**config.mk**
```make
export PLATFORM = sky130hd
export DESIGN_NAME = nbgs_mul
export DESIGN_NICKNAME = d
export VERILOG_FILES = /design/src/hw/rtl/nbody_gravity_step_unit_assert.svh /design/src/hw/rtl/nbgs_pkg.sv /design/src/hw/rtl/nbgs_mul.sv
export SDC_FILE = /design/constraint.sdc
export NUM_CORES = 2
export LEC_CHECK = 0
export BUFFER_PORTS_ARGS = -buffer_cell sky130_fd_sc_hd__buf_2
export CORE_ASPECT_RATIO = 1.2
export CORE_UTILIZATION = 60
export DETAILED_ROUTE_END_ITERATION = 10
export MAX_ROUTING_LAYER = met4
export PLACE_DENSITY_LB_ADDON = 0.1
export SETUP_SLACK_MARGIN = 0.3
export SLEW_MARGIN = 15
export SYNTH_ARGS = -nofsm -noshare
export SYNTH_HDL_FRONTEND = slang
export SYNTH_SLANG_ARGS = --single-unit
```
**constraint.sdc**
```tcl
create_clock -name i_clk -period 14.3 [get_ports i_clk]
set_input_delay 2.145 -clock i_clk [delete_from_list [all_inputs] [get_ports i_clk]]
set_output_delay 2.145 -clock i_clk [all_outputs]
set_load 0.05 [all_outputs]
```
**src/hw/rtl/nbody_gravity_step_unit_assert.svh**
```systemverilog
// Assertion macros for the n-body gravity step unit.
// Included by the RTL files that carry concurrent checks; no other dependencies.
`ifndef NBODY_GRAVITY_STEP_UNIT_ASSERT_SVH
`define NBODY_GRAVITY_STEP_UNIT_ASSERT_SVH

// Same-cycle implication, disabled while reset is low.
`define NBGS_ASSERT_IMP(label, clk, rst_n, ante, cons, msg) \
    label: assert property (@(posedge clk) disable iff (!rst_n) (ante) |-> (cons)) \
        else $error(msg);

// Next-cycle implication, disabled while reset is low.
`define NBGS_ASSERT_NXT(label, clk, rst_n, ante, cons, msg) \
    label: assert property (@(posedge clk) disable iff (!rst_n) (ante) |=> (cons)) \
        else $error(msg);

`endif

```
**src/hw/rtl/nbgs_pkg.sv**
```systemverilog
// Shared types, constants and fixed-point helpers of the n-body gravity step unit.
// No dependencies; used by every RTL file of the block.
`timescale 1ns / 1ps
`default_nettype none

package nbgs_pkg;

    localparam int MAX_BODIES_DEF = 1024;

    localparam int IN_DATA_W  = 240;
    localparam int OUT_DATA_W = 208;

    localparam logic [1:0] CFG_BODY_COUNT = 2'd0;
    localparam logic [1:0] CFG_TIME_STEP  = 2'd1;
    localparam logic [1:0] CFG_SOFTENING  = 2'd2;
    localparam logic [1:0] CFG_DAMPING    = 2'd3;

    localparam logic [10:0] RST_BODY_COUNT = 11'd1024;
    localparam logic [31:0] RST_TIME_STEP  = 32'd65536;
    localparam logic [31:0] RST_SOFTENING  = 32'd43909;
    localparam logic [15:0] RST_DAMPING    = 16'd65470;

    localparam logic [63:0] WIDE_LIMIT = 64'h3FFF_FFFF_FFFF_FFFF;
    localparam logic [63:0] INT64_LIM  = 64'h7FFF_FFFF_FFFF_FFFF;

    typedef struct packed {
        logic        start;
        logic [63:0] a;
        logic [63:0] b;
    } t_mul_req;

    typedef struct packed {
        logic        start;
        logic        op_sqrt;
        logic [63:0] num;
        logic [63:0] den;
    } t_div_req;

    typedef struct packed {
        logic [63:0] val;
        logic        sat;
    } t_mss;

    typedef struct packed {
        logic [31:0] val;
        logic        sat;
    } t_c32;

    function automatic logic [63:0] abs64(input logic [63:0] x);
        return x[63] ? (64'd0 - x) : x;
    endfunction

    // Scale a magnitude product down, clamp it, and put the sign back.
    function automatic t_mss mss_calc(input logic [127:0] p, input logic neg,
                                      input logic sh17, input logic lim63);
        logic [127:0] s;
        logic         over;
        logic [63:0]  mag;
        t_mss         r;
        s    = sh17 ? (p >> 17) : (p >> 16);
        over = lim63 ? (|s[127:63]) : (|s[127:62]);
        mag  = over ? (lim63 ? INT64_LIM : WIDE_LIMIT) : s[63:0];
        r.val = neg ? (64'd0 - mag) : mag;
        r.sat = over;
        return r;
    endfunction

    function automatic t_mss add_sat(input logic [63:0] a, input logic [63:0] b);
        logic signed [63:0] s;
        t_mss               r;
        s = $signed(a) + $signed(b);
        r.sat = 1'b0;
        r.val = s;
        if (s > $signed(WIDE_LIMIT)) begin
            r.val = WIDE_LIMIT;
            r.sat = 1'b1;
        end else if (s < -$signed(WIDE_LIMIT)) begin
            r.val = 64'd0 - WIDE_LIMIT;
            r.sat = 1'b1;
        end
        return r;
    endfunction

    function automatic t_c32 clamp32(input logic [63:0] v);
        t_c32 r;
        r.sat = 1'b0;
        r.val = v[31:0];
        if ($signed(v) > 64'sh0000_0000_7FFF_FFFF) begin
            r.val = 32'h7FFF_FFFF;
            r.sat = 1'b1;
        end else if ($signed(v) < -64'sh0000_0000_8000_0000) begin
            r.val = 32'h8000_0000;
            r.sat = 1'b1;
        end
        return r;
    endfunction

endpackage

`default_nettype wire

```
**src/hw/rtl/nbgs_mul.sv**
```systemverilog
// Shared 64x64 unsigned multiplier built from one 32x32 multiplier, one partial product at a time.
// Depends on nbgs_pkg for the request type.
`timescale 1ns / 1ps
`default_nettype none

module nbgs_mul (
    input  wire logic              i_clk,
    input  wire logic              i_rst_n,
    input  wire nbgs_pkg::t_mul_req i_req,
    output logic                   o_done,
    output logic [127:0]           o_prod
);

    logic [63:0]  r_a;
    logic [63:0]  r_b;
    logic [63:0]  r_pp;
    logic [1:0]   r_pp_sh;
    logic [2:0]   r_step;
    logic         r_busy;
    logic         r_done;
    logic [127:0] r_acc;
    logic [31:0]  a_half;
    logic [31:0]  b_half;
    logic [127:0] pp_shifted;

    always_comb begin
        a_half = r_step[1] ? r_a[63:32] : r_a[31:0];
        b_half = r_step[0] ? r_b[63:32] : r_b[31:0];
        case (r_pp_sh)
            2'd1:    pp_shifted = {32'd0, r_pp, 32'd0};
            2'd2:    pp_shifted = {r_pp, 64'd0};
            default: pp_shifted = {64'd0, r_pp};
        endcase
    end

    always_ff @(posedge i_clk) begin
        if (!i_rst_n) begin
            r_busy <= 1'b0;
            r_done <= 1'b0;
            r_step <= 3'd0;
        end else begin
            r_done <= 1'b0;
            if (i_req.start) begin
                r_a    <= i_req.a;
                r_b    <= i_req.b;
                r_acc  <= 128'd0;
                r_step <= 3'd0;
                r_busy <= 1'b1;
            end else if (r_busy) begin
                // multiply one partial product, add the one before
                if (r_step != 3'd4) begin
                    r_pp    <= 64'(a_half * b_half);
                    r_pp_sh <= 2'({1'b0, r_step[1]} + {1'b0, r_step[0]});
                end
                if (r_step != 3'd0) begin
                    r_acc <= r_acc + pp_shifted;
                end
                r_step <= r_step + 3'd1;
                if (r_step == 3'd4) begin
                    r_busy <= 1'b0;
                    r_done <= 1'b1;
                end
            end
        end
    end

    assign o_done = r_done;
    assign o_prod = r_acc;

endmodule

`default_nettype wire

```
==> run_results.csv <==
group,metric,value,unit
outcome,outcome,"finished, violations left",
outcome,violations,"design-rule violations",
synth,ys_types,86,
synth,yosysTopAreaCellShare,33.70,%
floorplan,start_util,60.67,%
drt,drtIter0Drc,4127,
floorplan,die_w,274.1,um
timing,finalCritPeriodShare,67.88,%
critical_path,cp_max_fo,47,
synth,syn-instance-count,5802,
clock_network,cts_setup_buffers,0,
layout,area_delta_synth_final,7.079,%
timing,rsz0062_at_grt,"no",
synth,synth.mux.area_fraction,2.679,%
layout,final_area,57060,um^2
timing,setup_violations,0,
synth,synth_seq_area_share,18.33,%
synth,synthArstFlopShare,0,%
clock_network,cts_tree,"yes",
synth,synth_top_family_by_area,"adder cells",
drt,via_per_inst,6.138,
critical_path,endpoint_kind,"register",
clock_network,cts_resized,0,
critical_path,cp-startpoint,"r_step[1]$_SDFFE_PN0P_",
synth,synthFlopType,"edfxtp_1",
synth,yosysWarnings,0,
floorplan,core-area,87850,um^2
floorplan,ios,260,
critical_path,critPathArrivalTime,10.04,ns
clock_network,worstSkewPairLatency,0.62,ns
synth,synthAdderAreaFrac,42.95,%
clock_network,cts_buffer_depth,3,
grt,antenna_found_initial,4,
grt,grt_max_degree,76,
grt,grt_pass1_wl,274300,um
clock_network,clock-sinks,327,
layout,final_nets,7313,
synth,synth_area_per_cell,9.185,um^2
timing,fin_setup_tns,0,ns
synth,synth_compound_area_share,9.985,%
clock_network,cts-buffers-inserted,38,
synth,synthXorXnorAreaFrac,2.991,%
grt,grt_pass1_vias,44730,
drt,drc,100,
synth,synthTopCellsByArea,"fa_1 34%, edfxtp_1 18%, ha_1 9.3%, inv_1 6.6%, nor2_1 5.9%",
placed_design,port_buffers,259,
clock_network,root_buffer,"clkbuf_16",
floorplan,rows,119,
grt,track_usage,43.05,%
min_path,min-delay-start,"r_step[2]$_SDFFE_PN0P_",
grt,grt_overflow,0,
flow_run,drv_cap,0,
synth,ys_ff_latch,327,
floorplan,die_area,90020,um^2
drt,routed_wl,184800,um
drt,num_vias,43420,
placed_design,post_dp_cell_area,55770,um^2
clock_network,htree_levels,2,
timing,post-route-min-period,9.706,ns
critical_path,critical_path_required,14.64,ns
timing,holdWs,0.4951,ns
critical_path,criticalPathCategory,"register to register",
synth,syn-num-nets,7224,
timing,max_slew_margin,20.19,%
min_path,worstHoldPathType,"register to register",
synth,synth_edf_count,322,
timing,finalMaxSlewViolations,0,
drt,wl_per_cell,26.12,um
timing,max_clock_freq,103.0,MHz
clock_network,clk_pin_slew_worst_paths,0.06,ns
synth,synth_simple_gate_area_share,14.45,%
floorplan,chipHeight,328.5,um
layout,utilization,64.96,%
synth,syn_area,53290,um^2
placed_design,dpl.hpwl,145700,um
drt,final_antenna_net_count,0,
timing,worstMarginPinSlew,1.172,ns
layout,drive_above_1_share,9.243,%
synth,synth_top_area_cell,"fa_1",
critical_path,worstReg2RegStart,"r_step[1]$_SDFFE_PN0P_",
placed_design,gp_congestion,1.012,
clock_network,cts_hold_buf,0,
critical_path,cp-start-kind,"register",
drt,drt-pass1-iter-count,9,
timing,hold_violations,0,
timing,clock_skew,0.02772,ns
per-layer routing:
metal / routed length (um) / up-vias / track usage [%]
met3: 19090 / 741 / 9.745
met2: 84980 / 2627 / 67.07
li1: - / 18730 / -
met5: 0 / - / -
met4: 15620 / 0 / 29.01
met1: 65100 / 21330 / 49.72
kinds of logic after synthesis:
group                    after synthesis
AND/OR/NAND/NOR                     1834
adder cells (fa/ha/maj)             1291
buffers and inverters               1218
AO/OA/AOI/OAI                        816
flip-flops                           327
XOR/XNOR                             182
multiplexers                         134
cells in the final DEF, fill, tap and decap left out, drive strengths merged, types with 6 or more instances in the layout:
master and instances:
a2111oi 6, a211oi 16, a21boi 13, a21o 90, a21oi 292, a22o 64
a31oi 23, and2 70, and3 12, and4 6, buf 330, clkbuf 44
clkinv 14, diode 7, edfxtp 322, fa 897, ha 394, inv 937
mux2 69, mux2i 65, nand2 655, nand2b 27, nand3 40, nand4 77
nor2 835, nor2b 31, nor3 41, nor4 9, o211ai 9, o21a 18
o21ai 161, o21bai 52, o31ai 21, o41ai 6, or2 10, or3 7
xnor2 116, xor2 66
sequential cells by signal, summed over array words and instances, names as in the netlist:
register,count
r_b,64
o_done,1
r_pp,64
r_busy,1
o_prod,128
r_step,3
r_a,64
r_pp_sh,2
stage by stage:
stage	cells	setup slack (ns)
finish	7074	4.594
global route	7071	4.194
CTS	7067	4.653
detailed placement	7000	4.660
global placement	7000	4.767
floorplan	5802	5.554
cells in the mapped netlist, types with 70 or more instances:
cell type,instances
nand4_1,77
and2_1,70
a21o_1,90
ha_1,394
edfxtp_1,322
clkbuf_1,247
fa_1,897
xnor2_1,116
nand2_1,653
a21oi_1,282
o21ai_0,107
inv_1,936
nor2_1,835
final timing paths:
kind | end | slack [ns] | cells after the start
worst max register to register | r_pp[61]$_DFFE_PP_ | 4.59 | 27
worst min-delay path | o_done$_SDFF_PP0_ | 0.50 | 2
worst max-delay path | r_pp[61]$_DFFE_PP_ | 4.59 | 27
worst min register to register | o_done$_SDFF_PP0_ | 0.50 | 2
final cells by class:
| type | count | area, um^2 |
|---|---|---|
| Sequential cell | 327 | 9777 |
| Multi-Input combinational cell | 4257 | 39200 |
| Clock buffer | 44 | 994.7 |
| Antenna cell | 7 | 17.52 |
| Timing Repair Buffer | 330 | 1832 |
| Clock inverter | 23 | 285.3 |
| Fill cell | 7423 | 30780 |
| Inverter | 937 | 3517 |
| Tap cell | 1149 | 1438 |
critical path, cell delays in order, from the launching register on:
cell      delay (ns)
dfxtp_4         0.59
buf_4           0.70
mux2i_4         0.87
nor2_1          0.15
fa_1            0.57
inv_1           0.05
fa_1            0.49
fa_1            0.44
fa_1            0.54
inv_1           0.05
fa_1            0.48
fa_1            0.46
fa_1            0.52
inv_1           0.05
fa_1            0.49
inv_1           0.05
ha_1            0.34
a21oi_1         0.34
o211ai_1        0.14
a21oi_1         0.26
nand2_1         0.09
o22a_1          0.28
a221o_1         0.46
a41oi_2         0.33
o211ai_2        0.14
a21oi_2         0.25
o21ai_1         0.12
xor2_1          0.15
Power is not shown: default switching activity piles up to over one toggle a cycle in this logic, so the estimate is an artifact.
