### src/hw/rtl/nbody_gravity_step_unit_assert.svh
// Assertion macros for the n-body gravity step unit.
// Included by the RTL files that carry concurrent checks; no other dependencies.
`ifndef NBODY_GRAVITY_STEP_UNIT_ASSERT_SVH
`define NBODY_GRAVITY_STEP_UNIT_ASSERT_SVH

// Same-cycle implication, disabled while reset is low.
`define NBGS_ASSERT_IMP(label, clk, rst_n, ante, cons, msg) \
    label: assert property (@(posedge clk) disable iff (!rst_n) (ante) |-> (cons)) \
        else $error(msg);

// Next-cycle implication, disabled while reset is low.
`define NBGS_ASSERT_NXT(label, clk, rst_n, ante, cons, msg) \
    label: assert property (@(posedge clk) disable iff (!rst_n) (ante) |=> (cons)) \
        else $error(msg);

`endif

### src/hw/rtl/nbgs_pkg.sv
// Shared types, constants and fixed-point helpers of the n-body gravity step unit.
// No dependencies; used by every RTL file of the block.
`timescale 1ns / 1ps
`default_nettype none

package nbgs_pkg;

    localparam int MAX_BODIES_DEF = 1024;

    localparam int IN_DATA_W  = 240;
    localparam int OUT_DATA_W = 208;

    localparam logic [1:0] CFG_BODY_COUNT = 2'd0;
    localparam logic [1:0] CFG_TIME_STEP  = 2'd1;
    localparam logic [1:0] CFG_SOFTENING  = 2'd2;
    localparam logic [1:0] CFG_DAMPING    = 2'd3;

    localparam logic [10:0] RST_BODY_COUNT = 11'd1024;
    localparam logic [31:0] RST_TIME_STEP  = 32'd65536;
    localparam logic [31:0] RST_SOFTENING  = 32'd43909;
    localparam logic [15:0] RST_DAMPING    = 16'd65470;

    localparam logic [63:0] WIDE_LIMIT = 64'h3FFF_FFFF_FFFF_FFFF;
    localparam logic [63:0] INT64_LIM  = 64'h7FFF_FFFF_FFFF_FFFF;

    typedef struct packed {
        logic        start;
        logic [63:0] a;
        logic [63:0] b;
    } t_mul_req;

    typedef struct packed {
        logic        start;
        logic        op_sqrt;
        logic [63:0] num;
        logic [63:0] den;
    } t_div_req;

    typedef struct packed {
        logic [63:0] val;
        logic        sat;
    } t_mss;

    typedef struct packed {
        logic [31:0] val;
        logic        sat;
    } t_c32;

    function automatic logic [63:0] abs64(input logic [63:0] x);
        return x[63] ? (64'd0 - x) : x;
    endfunction

    // Scale a magnitude product down, clamp it, and put the sign back.
    function automatic t_mss mss_calc(input logic [127:0] p, input logic neg,
                                      input logic sh17, input logic lim63);
        logic [127:0] s;
        logic         over;
        logic [63:0]  mag;
        t_mss         r;
        s    = sh17 ? (p >> 17) : (p >> 16);
        over = lim63 ? (|s[127:63]) : (|s[127:62]);
        mag  = over ? (lim63 ? INT64_LIM : WIDE_LIMIT) : s[63:0];
        r.val = neg ? (64'd0 - mag) : mag;
        r.sat = over;
        return r;
    endfunction

    function automatic t_mss add_sat(input logic [63:0] a, input logic [63:0] b);
        logic signed [63:0] s;
        t_mss               r;
        s = $signed(a) + $signed(b);
        r.sat = 1'b0;
        r.val = s;
        if (s > $signed(WIDE_LIMIT)) begin
            r.val = WIDE_LIMIT;
            r.sat = 1'b1;
        end else if (s < -$signed(WIDE_LIMIT)) begin
            r.val = 64'd0 - WIDE_LIMIT;
            r.sat = 1'b1;
        end
        return r;
    endfunction

    function automatic t_c32 clamp32(input logic [63:0] v);
        t_c32 r;
        r.sat = 1'b0;
        r.val = v[31:0];
        if ($signed(v) > 64'sh0000_0000_7FFF_FFFF) begin
            r.val = 32'h7FFF_FFFF;
            r.sat = 1'b1;
        end else if ($signed(v) < -64'sh0000_0000_8000_0000) begin
            r.val = 32'h8000_0000;
            r.sat = 1'b1;
        end
        return r;
    endfunction

endpackage

`default_nettype wire

### src/hw/rtl/nbgs_divsqrt.sv
// Shared iterative unit: 64-bit restoring division or 64-bit integer square root,
// one quotient or root step per cycle. Depends on nbgs_pkg for the request type.
`timescale 1ns / 1ps
`default_nettype none

module nbgs_divsqrt (
    input  wire logic              i_clk,
    input  wire logic              i_rst_n,
    input  wire nbgs_pkg::t_div_req i_req,
    output logic                   o_done,
    output logic [63:0]            o_res
);

    logic [63:0] r_rem;
    logic [63:0] r_num;
    logic [63:0] r_den;
    logic [63:0] r_quo;
    logic [63:0] r_bit;
    logic [5:0]  r_cnt;
    logic        r_sqrt;
    logic        r_busy;
    logic        r_done;

    logic [64:0] rem2;
    logic        div_ge;
    logic [64:0] div_diff;
    logic [63:0] sq_trial;
    logic        sq_ge;

    always_comb begin
        rem2     = {r_rem, r_num[63]};
        div_ge   = rem2 >= {1'b0, r_den};
        div_diff = rem2 - {1'b0, r_den};
        // root bits sit above the trial bit, so the sum is an OR
        sq_trial = r_quo | r_bit;
        sq_ge    = r_rem >= sq_trial;
    end

    always_ff @(posedge i_clk) begin
        if (!i_rst_n) begin
            r_busy <= 1'b0;
            r_done <= 1'b0;
            r_cnt  <= 6'd0;
        end else begin
            r_done <= 1'b0;
            if (i_req.start) begin
                r_busy <= 1'b1;
                r_sqrt <= i_req.op_sqrt;
                r_quo  <= 64'd0;
                r_den  <= i_req.den;
                r_num  <= i_req.num;
                r_bit  <= 64'h4000_0000_0000_0000;
                r_rem  <= i_req.op_sqrt ? i_req.num : 64'd0;
                r_cnt  <= i_req.op_sqrt ? 6'd31 : 6'd63;
            end else if (r_busy) begin
                if (r_sqrt) begin
                    if (sq_ge) begin
                        r_rem <= r_rem - sq_trial;
                        r_quo <= (r_quo >> 1) | r_bit;
                    end else begin
                        r_quo <= r_quo >> 1;
                    end
                    r_bit <= r_bit >> 2;
                end else begin
                    r_rem <= div_ge ? div_diff[63:0] : rem2[63:0];
                    r_quo <= {r_quo[62:0], div_ge};
                    r_num <= {r_num[62:0], 1'b0};
                end
                r_cnt <= r_cnt - 6'd1;
                if (r_cnt == 6'd0) begin
                    r_busy <= 1'b0;
                    r_done <= 1'b1;
                end
            end
        end
    end

    assign o_done = r_done;
    assign o_res  = r_quo;

endmodule

`default_nettype wire

### config.mk
export PLATFORM = sky130hd
export DESIGN_NAME = nbgs_divsqrt
export DESIGN_NICKNAME = d
export VERILOG_FILES = /design/src/hw/rtl/nbody_gravity_step_unit_assert.svh /design/src/hw/rtl/nbgs_pkg.sv /design/src/hw/rtl/nbgs_divsqrt.sv
export SDC_FILE = /design/constraint.sdc
export NUM_CORES = 1
export LEC_CHECK = 0
export ABC_CLOCK_PERIOD_IN_PS = 5500
export BUFFER_PORTS_ARGS = -buffer_cell sky130_fd_sc_hd__buf_4
export CORE_ASPECT_RATIO = 0.8
export CORE_MARGIN = 5
export CORE_UTILIZATION = 43
export CTS_CLUSTER_SIZE = 12
export DETAILED_ROUTE_END_ITERATION = 8
export PLACE_DENSITY = 0.72
export SLEW_MARGIN = 20
export SYNTH_ARGS = -nofsm -noshare
export SYNTH_HDL_FRONTEND = slang
export SYNTH_SLANG_ARGS = --single-unit
### constraint.sdc
create_clock -name i_clk -period 5.5 [get_ports i_clk]
set_input_delay 0.825 -clock i_clk [delete_from_list [all_inputs] [get_ports i_clk]]
set_output_delay 0.825 -clock i_clk [all_outputs]
set_load 0.005 [all_outputs]
==> impl_results.md <==
* HPWL after DPL at 55500 um
* CTS tree: done
* Clock sinks at 297
* Core box area at 0.0495 sq mm
* # setup viols final at 0
* Worst path most repeated cell: o21ai_0
* Top cell type by total area after synthesis: edfxtp_1
* Post-route ant nets at 0
* Post-CTS Setup Inserts at 0
* Max incr delay on CP at 0.53 ns
* RSZ-0062 raised after global routing: no
* CP Buf/Inv Count at 2
* Total CTS buffers at 35
* Number of synthesized flops with an enable pin at 289
* Detail Route met2 WL at 27800 um
* CTS H-tree depth at 2
* Critical Path Start Type: flip-flop
* Asr flop ratio synth at 0%
* DRT Wirelength at 71300 um
* Drt drc at 0
* Syn Area/Cell at 9.52 sq um
* Dpl cells at 3019
* WL per Instance at 23.1 um
* Top cells by area, synth: edfxtp_1, ha_1, a21oi_1
* Num rows at 73
* Count leader, synth: edfxtp_1
* Max cap viols at 0
* Area share of the largest cell type after synthesis at 40.5%
* Run status: completed
* Starting density of the core at 43.3%
* Hold EP: r_den[63]
* Clock slew at reported path FFs at 0.06 ns
* Min Tclk post-route at 4.46 ns
* Layout cells sized above 1 at 15.6%
* P&R area growth vs syn at 14.2%
* Global-route wire length before repair at 107000 um
* Fin. max-slew vios at 0
* Post-Synthesis Cells at 2251
* Post-Syn Area at 0.0214 sq mm
* Largest net degree at the start of global routing at 89
* Critical path fanouts, max at 30
* Top Layer Used: met4
* TritonRoute pass-1 iters at 7
* Setup CP Type: flip-flop to flip-flop
* Skew final at 0.0235 ns
* NumNets Final at 2645
* Yosys cell types at 82
* Die ar. at 0.0544 sq mm
* Die height at 210 um
* Maximum clock path buffer count at 3
* Slowest CP cell: edfxtp_1
* Antenna violations before repair at 0
* Final hold viol count at 0
* Crit path DAT at 4.74 ns
* Top cells by count, synth: edfxtp_1, a21oi_1, nor2_1
* Period utilisation layout at 81.1%
* Critical path required time at 5.78 ns
* Ys flop type: edfxtp_1
* Total grt overflow at 0
* Slew margin rel. at 29.3%
* Max Clk Rate at 0.224 GHz
* Worst Min Path Start: i_req[63]
* M1 WL at 31800 um
* Root Buffer: clkbuf_16
* Crit end category: flip-flop
* Via density at 6.09
* Diode count at 0
* Finished Layout Cells at 3082
* Ys Warns at 0
* Register area share after synthesis at 41.3%
* Least-Margin Pin Slew at 1.05 ns
* Synth Net Count at 2515
* Hold path depth at 1
* Peak VDD IR at 0.224 mV
* Initial DRC count at 2085
* Vias in the first global route at 17.4k
* Latest clock arrival within the worst-skew pair at 0.56 ns
* All-Layer GR Usage at 25.2%
* R2r setup slk at 1.04 ns
* Crit-path leading delay family: compound AO/OA/AOI/OAI gates
* Post-cts repair resize count at 0
* Leakage at 9.91 nW
* Wire length on met3 at 9410 um
* Number of buffers added on ports at 196
* Flops & latches, synth at 297
* DR vias at 18.8k
* R2R depth at 13
* Die Wd at 260 um
* Setup TNS at 0 ns
* Cell Chain, Critical Path: ha_1, nand3_1, o21bai_4, a2111oi_2, o21ai_0, buf_4, a211oi_2, o21ai_2, a21oi_4, buf_4, mux2_2, o21ai_0, o21ai_0
* GPL Wtd Cong at 1.01
* RR Startpoint: r_rem[1]
* # hold bufs at CTS at 0
* R2R Path End: r_rem[17]
* P per Cell Area at 317 mW/mm^2
* Fillcell total at 4561
* Boundary Pins at 197
* Hold Path Class: input port to flip-flop
power breakdown:
| group | switching (W) | internal, W |
|---|---|---|
| clock | 0.000979 | 0.00127 |
| sequential | 0.000191 | 0.00272 |
| combinational | 0.00160 | 0.00100 |
layout by cell type (no fill, tap or decap), types with 8 or more instances in the layout:
cell type and count:
nor3_1 34, or2_2 11, nor2_1 181, a21oi_1 240, a22o_1 25, o21a_1 17, a21o_1 51, xnor2_1 81
nor4_1 10, dfxtp_1 8, mux2_2 68, o211ai_1 12, nand2_1 157, mux2i_1 74, nand2b_1 8, o221ai_1 13
a211oi_1 46, edfxtp_1 289, and3_1 12, a221oi_1 10, a31oi_1 14, ha_1 130, o31ai_1 8, o21bai_1 35
and4_1 8, o21ai_0 128, buf_4 218, a22oi_1 11, nand4_1 48, clkbuf_16 36, and2_1 10, xor2_1 32
inv_1 152, nor2b_1 45, nand3_1 43
layer usage:
layer,vias up,global-route usage [%]
met2,1097,33.8
li1,8620,-
met1,8946,39.2
met4,0,7.49
met5,-,0
met3,121,6.81
through the flow:
| step | instance area, sq um | util (%) | total power, W | hold slack, ns | worst slack, ns |
|---|---|---|---|---|---|
| after floorplan | 21400 | - | 0.00464 | 0.478 | 0.787 |
| after global placement | 23400 | 47.3 | 0.00540 | 0.526 | 1.17 |
| after detailed placement | 23400 | 47.3 | 0.00544 | 0.532 | 1.13 |
| after CTS | 24500 | 49.4 | 0.00769 | 0.420 | 1.12 |
| after global routing | 24500 | 49.4 | 0.00809 | 0.430 | 0.834 |
| final | 24500 | 49.4 | 0.00775 | 0.444 | 1.04 |
worst max-delay path by stage:
| stage | startpoint | endpoint | slack (ns) | cells after the start |
|---|---|---|---|---|
| floorplan | i_req[129] | r_num[0] | 0.79 | 4 |
| global placement | r_rem[2] | r_rem[17] | 1.17 | 13 |
| detailed placement | r_rem[1] | r_rem[17] | 1.13 | 13 |
| CTS | r_rem[1] | r_rem[17] | 1.12 | 13 |
| global route | r_rem[1] | r_rem[17] | 0.83 | 13 |
| finish | r_rem[1] | r_rem[17] | 1.04 | 13 |
cell families after synthesis:
group	share of synthesized area, %
flip-flops	41.3
AO/OA/AOI/OAI	20.5
AND/OR/NAND/NOR	13.5
adder cells (fa/ha/maj)	7.78
multiplexers	7.08
XOR/XNOR	4.62
buffers and inverters	5.28
registers in the layout, summed over array words and instances, names as in the netlist:
register  cells
o_done        1
o_res        64
r_bit        32
r_busy        1
r_cnt         6
r_den        64
r_num        64
r_rem        64
r_sqrt        1
cell type report:
cell class	instances	area, sq um	area share, %
Multi-Input combinational cell	1675	11500	46.9
Sequential cell	297	8840	36.1
Timing Repair Buffer	219	1650	6.73
Clock buffer	44	941	3.84
Tap cell	675	845	3.45
Inverter	153	574	2.35
Clock inverter	19	140	0.573
Power figures use the tool's default switching activity.
